==> src/rtl/core/csp_pkg.sv <==
// Package with the shared types, character codes and helpers of the command sentence parser.
`timescale 1ns / 1ps
`default_nettype none

package csp_pkg;

  typedef logic [7:0] byte_t;

  // Five-character window at the head of a term; element 0 is the first character.
  localparam int PREFIX_DEPTH = 5;
  typedef byte_t [PREFIX_DEPTH-1:0] prefix_t;

  localparam int CMD_W             = 2;
  localparam int TERM_CAPACITY_DEF = 12;
  localparam int LEN_MAX_W         = 4;

  typedef enum logic [CMD_W-1:0] {
    CMD_CALIB = 2'd0,
    CMD_OPEN  = 2'd1,
    CMD_CLOSE = 2'd2,
    CMD_ABORT = 2'd3
  } cmd_t;

  localparam byte_t CH_DOLLAR = 8'h24;
  localparam byte_t CH_COMMA  = 8'h2C;
  localparam byte_t CH_STAR   = 8'h2A;
  localparam byte_t CH_CR     = 8'h0D;
  localparam byte_t CH_0      = 8'h30;
  localparam byte_t CH_9      = 8'h39;
  localparam byte_t CH_LA     = 8'h61;
  localparam byte_t CH_LZ     = 8'h7A;
  localparam byte_t CH_UA     = 8'h41;
  localparam byte_t CH_UZ     = 8'h5A;

  // Keywords, first character in the lowest byte.
  localparam prefix_t WORD_CMD   = 40'h00_44_4D_43_24; // "$CMD"
  localparam prefix_t WORD_CALIB = 40'h42_49_4C_41_43; // "CALIB"
  localparam prefix_t WORD_OPEN  = 40'h00_4E_45_50_4F; // "OPEN"
  localparam prefix_t WORD_CLOSE = 40'h45_53_4F_4C_43; // "CLOSE"
  localparam prefix_t WORD_ABORT = 40'h54_52_4F_42_41; // "ABORT"

  localparam logic [2:0] LEN_4 = 3'd4;
  localparam logic [2:0] LEN_5 = 3'd5;

  // True when the held term is at least n characters long and begins with word.
  function automatic logic term_starts(prefix_t p, logic [LEN_MAX_W-1:0] len,
                                       prefix_t word, logic [2:0] n);
    logic ok;
    ok = (len >= LEN_MAX_W'(n));
    for (int i = 0; i < PREFIX_DEPTH; i++) begin
      if ((i < int'(n)) && (p[i] != word[i])) begin
        ok = 1'b0;
      end
    end
    return ok;
  endfunction

  // Value of one checksum digit; letters of either case wrap to four bits.
  function automatic logic [3:0] hex_value(byte_t c);
    byte_t v;
    v = '0;
    if ((c >= CH_0) && (c <= CH_9)) begin
      v = c - CH_0;
    end else if ((c >= CH_LA) && (c <= CH_LZ)) begin
      v = c - CH_LA + 8'd10;
    end else if ((c >= CH_UA) && (c <= CH_UZ)) begin
      v = c - CH_UA + 8'd10;
    end
    return v[3:0];
  endfunction

endpackage

`default_nettype wire

==> src/rtl/core/csp_ifs.sv <==
// Valid/ready stream interfaces for the received bytes and the accepted commands.
`timescale 1ns / 1ps
`default_nettype none

interface csp_in_if;
  logic                valid;
  logic                ready;
  logic [7:0]          rx_byte;

  modport source (output valid, output rx_byte, input ready);
  modport sink   (input valid, input rx_byte, output ready);
endinterface

interface csp_out_if;
  logic                       valid;
  logic                       ready;
  logic [csp_pkg::CMD_W-1:0]  command;

  modport source (output valid, output command, input ready);
  modport sink   (input valid, input command, output ready);
endinterface

`default_nettype wire

==> src/rtl/core/command_sentence_parser.sv <==
// Top level of the command sentence parser: byte-wise term splitting, XOR checksum, command latch.
`timescale 1ns / 1ps
`default_nettype none

// The parser takes one received byte per cycle and never stalls the input
// unless a finished command is waiting at the output and the sink holds off.
// Every byte is decoded and folded into the sentence state in the cycle of
// its transfer; a carriage return whose checksum digits match the running
// XOR, while a command is latched, registers that command onto the output,
// where it stays until it is taken. The latched command survives
// across sentences. TermCapacity sets how many characters of one term are
// counted; only the first five are kept for the keyword compare.
module command_sentence_parser #(
  parameter int TermCapacity = csp_pkg::TERM_CAPACITY_DEF
) (
  input  wire logic clk,
  input  wire logic rst_n,
  csp_in_if.sink    in_ch,
  csp_out_if.source out_ch
);
  import csp_pkg::*;

  localparam int LenW = $clog2(TermCapacity + 1);
  localparam logic [LenW-1:0] LenCap = LenW'(TermCapacity);

  byte_t            xor_r, xor_nxt;
  prefix_t          prefix_r, prefix_nxt;
  logic [LenW-1:0]  len_r, len_nxt;
  logic             star_r, star_nxt;
  logic             past_first_r, past_first_nxt;
  logic             is_cmd_r, is_cmd_nxt;
  logic             latch_vld_r, latch_vld_nxt;
  cmd_t             latch_cmd_r, latch_cmd_nxt;
  logic             out_valid_r, out_valid_nxt;
  cmd_t             out_cmd_r, out_cmd_nxt;

  logic             in_xfer;
  logic             emit;
  byte_t            c;
  logic [LEN_MAX_W-1:0] len_ext;
  byte_t            received;
  logic [3:0]       hi_dig, lo_dig;

  assign in_ch.ready    = !out_valid_r || out_ch.ready;
  assign in_xfer        = in_ch.valid && in_ch.ready;
  assign c              = in_ch.rx_byte;
  assign len_ext        = LEN_MAX_W'(len_r);
  assign out_ch.valid   = out_valid_r;
  assign out_ch.command = out_cmd_r;

  always_comb begin
    hi_dig   = (len_r > LenW'(0)) ? hex_value(prefix_r[0]) : 4'd0;
    lo_dig   = (len_r > LenW'(1)) ? hex_value(prefix_r[1]) : 4'd0;
    received = {hi_dig, lo_dig};

    xor_nxt        = xor_r;
    prefix_nxt     = prefix_r;
    len_nxt        = len_r;
    star_nxt       = star_r;
    past_first_nxt = past_first_r;
    is_cmd_nxt     = is_cmd_r;
    latch_vld_nxt  = latch_vld_r;
    latch_cmd_nxt  = latch_cmd_r;
    emit           = 1'b0;

    if (in_xfer) begin
      if (c == CH_DOLLAR) begin
        // A new sentence starts; only the latched command carries over.
        xor_nxt        = '0;
        prefix_nxt     = '0;
        prefix_nxt[0]  = c;
        len_nxt        = LenW'(1);
        star_nxt       = 1'b0;
        past_first_nxt = 1'b0;
        is_cmd_nxt     = 1'b0;
      end else if ((c == CH_COMMA) || (c == CH_STAR)) begin
        if (!past_first_r) begin
          is_cmd_nxt = term_starts(prefix_r, len_ext, WORD_CMD, LEN_4);
        end else if (is_cmd_r) begin
          if (term_starts(prefix_r, len_ext, WORD_CALIB, LEN_5)) begin
            latch_vld_nxt = 1'b1;
            latch_cmd_nxt = CMD_CALIB;
          end else if (term_starts(prefix_r, len_ext, WORD_OPEN, LEN_4)) begin
            latch_vld_nxt = 1'b1;
            latch_cmd_nxt = CMD_OPEN;
          end else if (term_starts(prefix_r, len_ext, WORD_CLOSE, LEN_5)) begin
            latch_vld_nxt = 1'b1;
            latch_cmd_nxt = CMD_CLOSE;
          end else if (term_starts(prefix_r, len_ext, WORD_ABORT, LEN_5)) begin
            latch_vld_nxt = 1'b1;
            latch_cmd_nxt = CMD_ABORT;
          end
        end
        past_first_nxt = 1'b1;
        len_nxt        = '0;
        if (c == CH_COMMA) begin
          // The comma counts in the checksum even after the star.
          xor_nxt = xor_r ^ c;
        end else begin
          star_nxt = 1'b1;
        end
      end else if (c == CH_CR) begin
        emit = (received == xor_r) && latch_vld_r;
      end else begin
        if (!star_r) begin
          xor_nxt = xor_r ^ c;
        end
        if (len_r < LenCap) begin
          for (int i = 0; i < PREFIX_DEPTH; i++) begin
            if (len_r == LenW'(i)) begin
              prefix_nxt[i] = c;
            end
          end
          len_nxt = len_r + LenW'(1);
        end
      end
    end

    out_valid_nxt = out_valid_r;
    out_cmd_nxt   = out_cmd_r;
    if (emit) begin
      out_valid_nxt = 1'b1;
      out_cmd_nxt   = latch_cmd_r;
    end else if (out_ch.ready) begin
      out_valid_nxt = 1'b0;
    end
  end

  always_ff @(posedge clk) begin
    if (!rst_n) begin
      xor_r        <= '0;
      prefix_r     <= '0;
      len_r        <= '0;
      star_r       <= 1'b0;
      past_first_r <= 1'b0;
      is_cmd_r     <= 1'b0;
      latch_vld_r  <= 1'b0;
      latch_cmd_r  <= CMD_CALIB;
      out_valid_r  <= 1'b0;
    end else begin
      xor_r        <= xor_nxt;
      prefix_r     <= prefix_nxt;
      len_r        <= len_nxt;
      star_r       <= star_nxt;
      past_first_r <= past_first_nxt;
      is_cmd_r     <= is_cmd_nxt;
      latch_vld_r  <= latch_vld_nxt;
      latch_cmd_r  <= latch_cmd_nxt;
      out_valid_r  <= out_valid_nxt;
    end
  end

  always_ff @(posedge clk) begin
    out_cmd_r <= out_cmd_nxt;
  end

  // A new result only follows a carriage return transfer with a command latched.
  a_emit_after_cr: assert property (@(posedge clk) disable iff (!rst_n)
    $rose(out_valid_r) |-> $past(in_xfer && (c == CH_CR) && latch_vld_r))
    else $error("result appeared without a carriage return");

  // The term length never passes the capacity.
  a_len_cap: assert property (@(posedge clk) disable iff (!rst_n)
    len_r <= LenCap)
    else $error("term length beyond capacity");

  // A waiting result that is not taken blocks the input.
  a_no_overrun: assert property (@(posedge clk) disable iff (!rst_n)
    (out_valid_r && !out_ch.ready) |-> !in_ch.ready)
    else $error("input open while result is stalled");

  // A dollar sign restarts the sentence with a one-character first term.
  a_dollar_restart: assert property (@(posedge clk) disable iff (!rst_n)
    (in_xfer && (c == CH_DOLLAR)) |=>
      ((len_r == LenW'(1)) && !past_first_r && !star_r && (xor_r == '0)))
    else $error("sentence restart incomplete");

endmodule

`default_nettype wire
==> src/flat_wrapper.sv <==
// flat-port wrapper written by rule: the top's interface ports become plain ports
module command_sentence_parser_flat import csp_pkg::*;
#(
  parameter int TermCapacity = csp_pkg::TERM_CAPACITY_DEF
)
  (clk, rst_n, in_ch_valid, in_ch_rx_byte, in_ch_ready, out_ch_valid, out_ch_command, out_ch_ready);
  csp_in_if in_ch_i ();
  csp_out_if out_ch_i ();
  input  wire logic clk;
  input  wire logic rst_n;
  input wire logic [$bits(in_ch_i.valid)-1:0] in_ch_valid;
  input wire logic [$bits(in_ch_i.rx_byte)-1:0] in_ch_rx_byte;
  output wire logic [$bits(in_ch_i.ready)-1:0] in_ch_ready;
  output wire logic [$bits(out_ch_i.valid)-1:0] out_ch_valid;
  output wire logic [$bits(out_ch_i.command)-1:0] out_ch_command;
  input wire logic [$bits(out_ch_i.ready)-1:0] out_ch_ready;
  assign in_ch_i.valid = in_ch_valid;
  assign in_ch_i.rx_byte = in_ch_rx_byte;
  assign in_ch_ready = in_ch_i.ready;
  assign out_ch_valid = out_ch_i.valid;
  assign out_ch_command = out_ch_i.command;
  assign out_ch_i.ready = out_ch_ready;
  command_sentence_parser #(.TermCapacity(TermCapacity)) u_core (.clk(clk), .rst_n(rst_n), .in_ch(in_ch_i), .out_ch(out_ch_i));
endmodule
==> config.mk <==
export PLATFORM = sky130hd
export DESIGN_NAME = command_sentence_parser_flat
export DESIGN_NICKNAME = d
export VERILOG_FILES = /design/src/rtl/core/csp_pkg.sv /design/src/rtl/core/csp_ifs.sv /design/src/rtl/core/command_sentence_parser.sv /design/src/flat_wrapper.sv
export SDC_FILE = /design/constraint.sdc
export NUM_CORES = 1
export LEC_CHECK = 0
export BUFFER_PORTS_ARGS = -buffer_cell sky130_fd_sc_hd__buf_4
export CORE_ASPECT_RATIO = 0.5
export CORE_UTILIZATION = 56
export DETAILED_ROUTE_END_ITERATION = 8
export GPL_TIMING_DRIVEN = 1
export PLACE_DENSITY_LB_ADDON = 0.25
export SLEW_MARGIN = 20
export SYNTH_ARGS = -nofsm -noshare
export SYNTH_HDL_FRONTEND = slang
export SYNTH_SLANG_ARGS = --single-unit
==> constraint.sdc <==
create_clock -name clk -period 2.5 [get_ports clk]
set_clock_uncertainty 0.15 [all_clocks]
set_input_delay 0.375 -clock clk [delete_from_list [all_inputs] [get_ports clk]]
set_output_delay 0.375 -clock clk [all_outputs]
set_load 0.01 [all_outputs]
==> implementation parameters, run 1 <==
Parameter                              Value

Status
  Run status ... complete, but fails checks
  Violations in the final reports ... setup timing

Setup path
  Sort of element at the start of the critical path ... flip-flop
  CP max FO ... 3
  Critical path arrival ... 2430 ps
  CP endpoint kind ... flip-flop
  Cell occurring most often along the worst timing path ... sky130_fd_sc_hd__inv_2
  Ordered cell list for the critical path ... inv_2 > ha_4 > nor3b_2 > o211a_1 > nor3_2 > or4b_1 > a21o_1 > a21oi_2 > nand4_1 > inv_2
  Critical Path Max Stage Delay ... 460 ps
  Required time worst endpoint ... 2400 ps
  Worst-path cell with the longest stage delay ... sky130_fd_sc_hd__or4b_1
  Critical path class ... reg -> reg

STA
  Slack of the critical path ... -34.83 ps
  Final critical path time including I/O delays and setup ... 2535 ps
  Unrepaired setup endpoints after global routing ... yes
  Number of max-slew violations in the final report ... 0
  Number of hold violations in the final report ... 0
  Total setup violations reported at the end of the flow ... 2
  Slew @ Worst Pin ... 812.5 ps
  Slew margin rel. ... 0.4584
  FMAX ... 394.5 MHz
  Final cycle utilization of the critical path ... 1.014

Clock tree
  Number of clock buffers inserted by TritonCTS ... 9
  Clock transition time at the flip-flop clock pins of the worst setup and hold paths ... 50 ps
  Later-pin clock latency in the skew report ... 330 ps
  Clock root buffer master ... sky130_fd_sc_hd__clkbuf_16
  Clock tree from TritonCTS ... built
  Worst-case clock buffer depth ... 2
  Number of sinks driven by the clock tree ... 61
  H-tree level count ... 3

Floorplanning
  Width of the chip ... 114.5 microns
  Top-Level Pins ... 16
  Number of rows created at floorplan ... 20
  Vert. Die Dim ... 58.25 microns
  Initial standard-cell utilization of the core ... 0.5827
  Floorplan Core Area ... 6081 sq um
  Area enclosed by the die boundary ... 6669 sq um

Flow run
  Number of violations of the max-capacitance limit ... 0

Placed design
  I/O Buffers ... 15
  Final weighted congestion in routability-driven placement ... 0.9779
  Detailed-placement wirelength estimate ... 7413 microns
  Worst slack at placement ... -202.0 ps

Synthesis
  Count of flip-flops with a built-in enable after synthesis ... 2
  Number of warnings reported in the yosys synthesis log ... 0
  Syn_nets ... 412
  Post-synth cell types ... 60
  Synth top area share ... 0.3333
  Cell type contributing the most total cell area after synthesis ... sky130_fd_sc_hd__dfxtp_1
  Dominant register cell in the synthesized netlist ... sky130_fd_sc_hd__dfxtp_1
  Leading post-synthesis cells by cell area ... sky130_fd_sc_hd__dfxtp_1 33%, sky130_fd_sc_hd__mux2i_1 12%, sky130_fd_sc_hd__nor2b_1 8.1%
  Proportion of synthesized chip area in sequential cells ... 0.3503
  Proportion of register bits with asynchronous set or reset after synthesis ... 0
  Number of standard cells after synthesis ... 389
  Register bit total from synthesis ... 61
  Average instance area after synthesis ... 9.109 sq um
  Cell area after technology mapping ... 3543 sq um

Final layout
  Highest-count cells in the layout ignoring fill and taps ... 66 x sky130_fd_sc_hd__buf_4, 57 x sky130_fd_sc_hd__dfxtp_1, 46 x sky130_fd_sc_hd__nor2b_1, 41 x sky130_fd_sc_hd__mux2i_1, 27 x sky130_fd_sc_hd__nor2_1
  Antenna Diode Count ... 0
  Fraction of layout cells with a size suffix above 1 ... 0.2555
  Layout Area Growth over Synthesis ... 27.19%
  Most common cell after layout, fill and taps aside ... sky130_fd_sc_hd__buf_4
  Finished Core Util ... 0.7412
  Fill cells ... 448
  # nets final ... 476

Drt
  Detailed router's first-iteration violation count ... 350
  Vias per std cell ... 5.971
  Routed vias ... 3260
  Post-Route WL ... 10170 microns
  Remaining antenna violation count ... 0
  First drt pass iteration count ... 5
  DR WL/cell ... 18.63 microns
  Drt drc ... 0

GRT
  Total congestion overflow after global routing ... 0
  Number of global-route vias before repair ... 3162
  Overall global routing resource usage ... 0.3379
  Maximum number of pins on one net before global-route repair ... 52
  Initial antenna violation count ... 0
  Global-route wire length before repair ... 16410 microns

Power
  Worst IR drop on VDD ... 567.6 uV
  Leakage ... 1.993 nW
  Pwr/cell area ... 634.7 nW/um^2

Hold path
  Worst min-delay path category ... in -> reg
## per-layer routing
metal | wire (microns) | vias to the layer above | GRT usage | share of wire
met5 | 0 | - | 0 | 0
met4 | 171 | 0 | 0.1262 | 0.017
met3 | 1025 | 20 | 0.1224 | 0.10
met2 | 4608 | 164 | 0.5342 | 0.45
met1 | 4366 | 1551 | 0.4276 | 0.43
li1 | - | 1525 | - | -
## repair_timing
action	CTS	global route
setup endpoints to repair	3	4
hold buffers	0	0
pin swaps	8	5
resized for setup	11	11
buffers inserted	1	0
## final timing paths
path	cells after the start	slack [ps]	end	from
setup / recovery	10	-30	u_core.out_ch.command[0]$_DFFE_PP_	u_core.prefix_r[9]$_SDFFE_PN0P_
hold / removal	3	220	u_core.prefix_r[5]$_SDFFE_PN0P_	in_ch_rx_byte[5]
hold reg to reg	0	320	u_core.out_ch.command[1]$_DFFE_PP_	u_core.latch_cmd_r[1]$_SDFFE_PN0P_
setup reg to reg	10	-30	u_core.out_ch.command[0]$_DFFE_PP_	u_core.prefix_r[9]$_SDFFE_PN0P_
## Yosys cell counts (5+ instances only)
cell type,number
sky130_fd_sc_hd__nor2b_1,46
sky130_fd_sc_hd__a21oi_1,10
sky130_fd_sc_hd__ha_1,11
sky130_fd_sc_hd__nand2_1,21
sky130_fd_sc_hd__inv_1,15
sky130_fd_sc_hd__dfxtp_1,59
sky130_fd_sc_hd__nor3b_1,6
sky130_fd_sc_hd__mux2i_1,42
sky130_fd_sc_hd__o21ai_0,13
sky130_fd_sc_hd__xor2_1,11
sky130_fd_sc_hd__nor2_1,29
sky130_fd_sc_hd__nand4_1,6
sky130_fd_sc_hd__nand3_1,10
sky130_fd_sc_hd__clkbuf_1,5
sky130_fd_sc_hd__nor4b_1,8
sky130_fd_sc_hd__nor3_1,8
## worst max-delay path, delay by kind of cell, from the launching register on
family / cells / cell delay, ps
AO/OA/AOI/OAI: 3 / 540
AND/OR/NAND/NOR: 4 / 870
flip-flops: 1 / 340
buffers and inverters: 2 / 170
adder cells (fa/ha/maj): 1 / 180
## state kept, by name, summed over array words and instances, names as in the netlist, 2 cells and up
register	count
u_core.latch_cmd_r	2
u_core.xor_r	8
u_core.len_ext	4
u_core.prefix_r	40
u_core.out_ch.command	2
## kinds of logic (layout without fill, tap and decap cells)
group	after synthesis	after routing	synth area share
simple gates	170	170	0.2860
fa+ha+maj	11	11	0.03884
flops	61	61	0.3503
xor+xnor	15	15	0.03707
buf+inv	29	98	0.04520
mux	42	42	0.1186
compound gates	61	61	0.1239
## final cells by class
type	instances	area, sq um	area share
clock inverter	2	60.06	0.01333
multi-input combinational	299	2221	0.4928
sequential	61	1246	0.2765
timing repair buffer	67	515.5	0.1144
inverter	15	58.81	0.01305
tap	88	110.1	0.02443
clock buffer	14	295.3	0.06552
## stage by stage
stage	cells	area [sq um]	power (W)	hold WS, ps	setup TNS (ps)
final	546	4507	0.002861	216.2	-65.31
after global routing	546	4507	0.002959	219.3	-310.8
after CTS	546	4466	0.002863	199.3	-49.08
after detailed placement	529	4060	0.001417	307.9	-1957
after global placement	529	4060	0.001401	296.9	-303.6
after floorplan	389	3546	0.001283	257.6	0
## report_power, final
group | switching (W) | total, W | internal (W)
combinational | 0.000199 | 0.000372 | 0.000174
sequential | 0.0000422 | 0.00106 | 0.00101
clock | 0.000419 | 0.00143 | 0.00101
total | 0.000660 | 0.00286 | 0.00220
(Power assumes the default switching activity.)
==> run 2, diff against run 1 <==
==> constraint.sdc (replaced) <==
create_clock -name clk -period 2.5 [get_ports clk]
set_clock_uncertainty 0.15 [all_clocks]
set_input_delay 0.125 -clock clk [delete_from_list [all_inputs] [get_ports clk]]
set_output_delay 0.125 -clock clk [all_outputs]
set_load 0.01 [all_outputs]
==> implementation parameters, run 2 (synthesized netlist as in run 1, its figures left out) <==
Parameter                              Value

GRT
  Number of global-route vias before repair ... 2982 (was 3162)
  Total congestion overflow after global routing ... 0 (unchanged)
  Global-route wire length before repair ... 15110 microns (was 16410 microns)
  Maximum number of pins on one net before global-route repair ... 52 (unchanged)
  Overall global routing resource usage ... 0.3084 (was 0.3379)
  Initial antenna violation count ... 0 (unchanged)

Floorplanning
  Number of rows created at floorplan ... 20 (unchanged)
  Top-Level Pins ... 16 (unchanged)
  Area enclosed by the die boundary ... 6669 sq um (unchanged)
  Vert. Die Dim ... 58.25 microns (unchanged)
  Initial standard-cell utilization of the core ... 0.5827 (unchanged)
  Width of the chip ... 114.5 microns (unchanged)
  Floorplan Core Area ... 6081 sq um (unchanged)

Status
  Violations in the final reports ... setup timing (unchanged)
  Run status ... complete, but fails checks (unchanged)

Setup path
  Worst r2r src ... u_core.prefix_r[8]$_SDFFE_PN0P_ (was u_core.prefix_r[9]$_SDFFE_PN0P_)
  Worst Reg2Reg Path Length in Cells ... 10 (unchanged)
  Required time worst endpoint ... 2390 ps (was 2400 ps)
  Endpoint of the worst setup timing path ... u_core.out_ch.command[1]$_DFFE_PP_ (was u_core.out_ch.command[0]$_DFFE_PP_)
  Critical R2R Capture ... u_core.out_ch.command[1]$_DFFE_PP_ (was u_core.out_ch.command[0]$_DFFE_PP_)
  Critical path class ... reg -> reg (unchanged)
  Critical Path Source ... u_core.prefix_r[8]$_SDFFE_PN0P_ (was u_core.prefix_r[9]$_SDFFE_PN0P_)
  CP endpoint kind ... flip-flop (unchanged)
  Critical path arrival ... 2500 ps (was 2430 ps)
  Reg-to-reg slack, setup ... -110 ps (was -30 ps)
  CP max FO ... 4 (was 3)
  Sort of element at the start of the critical path ... flip-flop (unchanged)

Final layout
  Layout Area Growth over Synthesis ... 23.13% (was 27.19%)
  Largest register by flop count ... u_core.prefix_r (unchanged)
  Most common cell after layout, fill and taps aside ... sky130_fd_sc_hd__dfxtp_1 (was sky130_fd_sc_hd__buf_4)
  Antenna Diode Count ... 0 (unchanged)
  Flip-flop count of the largest register after layout ... 40 (unchanged)
  Fraction of layout cells with a size suffix above 1 ... 0.2438 (was 0.2555)
  # nets final ... 465 (was 476)
  Layout Cell Area excl Fill ... 4363 sq um (was 4507 sq um)
  Highest-count cells in the layout ignoring fill and taps ... 56 x sky130_fd_sc_hd__dfxtp_1, 54 x sky130_fd_sc_hd__buf_4, 46 x sky130_fd_sc_hd__nor2b_1, 40 x sky130_fd_sc_hd__mux2i_1, 28 x sky130_fd_sc_hd__nor2_1 (was 66 x sky130_fd_sc_hd__buf_4, 57 x sky130_fd_sc_hd__dfxtp_1, 46 x sky130_fd_sc_hd__nor2b_1, 41 x sky130_fd_sc_hd__mux2i_1, 27 x sky130_fd_sc_hd__nor2_1)

Placed design
  Dpl cell area ... 3928 sq um (was 4060 sq um)
  Final weighted congestion in routability-driven placement ... 0.9882 (was 0.9779)
  Worst slack at placement ... -131.5 ps (was -202.0 ps)
  Detailed-placement wirelength estimate ... 6710 microns (was 7413 microns)
  I/O Buffers ... 15 (unchanged)

Drt
  Post-Route WL ... 9610 microns (was 10170 microns)
  Routed vias ... 3153 (was 3260)
  Detailed router's first-iteration violation count ... 246 (was 350)
  First drt pass iteration count ... 5 (unchanged)
  DR WL/cell ... 18.10 microns (was 18.63 microns)
  Drt drc ... 0 (unchanged)
  Vias per std cell ... 5.938 (was 5.971)
  Remaining antenna violation count ... 0 (unchanged)

STA
  Slack of the critical path ... -113.6 ps (was -34.83 ps)
  Number of hold violations in the final report ... 0 (unchanged)
  Slew margin rel. ... 0.4942 (was 0.4584)
  FMAX ... 382.6 MHz (was 394.5 MHz)
  Total setup violations reported at the end of the flow ... 3 (was 2)
  Slew @ Worst Pin ... 758.8 ps (was 812.5 ps)
  Unrepaired setup endpoints after global routing ... yes (unchanged)
  Number of max-slew violations in the final report ... 0 (unchanged)
  Final cycle utilization of the critical path ... 1.045 (was 1.014)
  Final critical path time including I/O delays and setup ... 2614 ps (was 2535 ps)

Clock tree
  Clock transition time at the flip-flop clock pins of the worst setup and hold paths ... 50 ps (about the same)
  Worst-case clock buffer depth ... 2 (unchanged)
  Clock tree from TritonCTS ... built (unchanged)
  Later-pin clock latency in the skew report ... 330 ps (about the same)
  Number of clock buffers inserted by TritonCTS ... 9 (unchanged)
  Number of sinks driven by the clock tree ... 61 (unchanged)
  H-tree level count ... 3 (unchanged)
  Clock root buffer master ... sky130_fd_sc_hd__clkbuf_16 (unchanged)

Power
  Power share of the combinational group ... 0.150 (was 0.130)
  Leakage ... 1.889 nW (was 1.993 nW)
  Internal power ... 0.001827 W (was 0.002201 W)
  Pwr/cell area ... 564.7 nW/um^2 (was 634.7 nW/um^2)
  Worst IR drop on VDD ... 307.0 uV (was 567.6 uV)
  Fraction of power consumed by the clock network ... 0.421 (was 0.501)
  Fraction of power spent switching nets ... 0.2584 (was 0.2307)
  Seq pwr share ... 0.429 (was 0.369)
  Total net switching power ... 0.0006367 W (was 0.0006600 W)

Hold path
  Worst min-delay path category ... in -> reg (unchanged)

Flow run
  Number of violations of the max-capacitance limit ... 0 (unchanged)
==> run 2: power by group through the flow <==
stage | combinational, W | clock, W | sequential (W)
floorplan | 0.000219 | 0 | 0.00106
global placement | 0.000314 | 0 | 0.00107
detailed placement | 0.000327 | 0 | 0.00107
CTS | 0.000344 | 0.00105 | 0.00105
global route | 0.000398 | 0.00110 | 0.00106
finish | 0.000370 | 0.00104 | 0.00106
==> run 2: layout make-up <==
cell class	instances	area, sq um
Clock buffer	9	225.2
Sequential cell	61	1247
Multi-Input combinational cell	299	2278
Tap cell	88	110.1
Fill cell	432	1718
Clock inverter	3	17.52
Timing Repair Buffer	56	425.4
Inverter	15	58.81
==> run 2: worst min path at each step <==
stage | start | to | slack [ps] | cells after the start
2_1_floorplan | in_ch_rx_byte[7] | u_core.prefix_r[15]$_SDFFE_PN0P_ | 140 | 2
3_3_place_gp | u_core.latch_cmd_r[1]$_SDFFE_PN0P_ | u_core.out_ch.command[1]$_DFFE_PP_ | 270 | 0
3_5_place_dp | u_core.latch_cmd_r[1]$_SDFFE_PN0P_ | u_core.out_ch.command[1]$_DFFE_PP_ | 280 | 0
4_1_cts | in_ch_rx_byte[7] | u_core.prefix_r[15]$_SDFFE_PN0P_ | 9 | 3
5_1_grt | in_ch_rx_byte[7] | u_core.prefix_r[31]$_SDFFE_PN0P_ | 30 | 3
6_report | in_ch_rx_byte[7] | u_core.prefix_r[15]$_SDFFE_PN0P_ | 30 | 3
==> run 2: what timing repair did <==
item | in CTS | in global routing
endpoints found under the setup margin | 4 | 3
hold buffers | 2 | 0
pin swaps | 4 | 5
buffers inserted | 1 | 3
hold endpoints to repair | 2 | 0
gates resized for setup | 16 | 17
==> run 2: routing by layer <==
metal | global-route usage | wire, microns | up-vias
met2 | 0.4649 | 4168 | 131
met4 | 0.1224 | 206 | 0
met3 | 0.07218 | 789 | 23
met1 | 0.4296 | 4447 | 1516
met5 | 0 | 0 | -
li1 | - | - | 1483
==> run 2: stage by stage <==
stage	utilization	TNS, ps	power, W	hold slack (ps)	cells
floorplan	-	0	0.001283	141.2	389
global placement	0.6459	0	0.001381	274.5	513
detailed placement	0.6459	-358.1	0.001397	278.3	513
CTS	0.7014	-53.92	0.002449	8.739	528
global route	0.7175	-477.7	0.002555	32.45	531
finish	0.7175	-292.1	0.002464	34.02	531
==> run 2: critical path: stages (launching register included) <==
cell and delay [ps]:
sky130_fd_sc_hd__dfxtp_4 380, sky130_fd_sc_hd__inv_4 50, sky130_fd_sc_hd__ha_4 170, sky130_fd_sc_hd__nor3b_2 210
sky130_fd_sc_hd__o211a_1 190, sky130_fd_sc_hd__nor3_1 60, sky130_fd_sc_hd__or4b_1 510, sky130_fd_sc_hd__a21o_1 200
sky130_fd_sc_hd__a21oi_2 150, sky130_fd_sc_hd__nand4_1 140, sky130_fd_sc_hd__inv_1 110
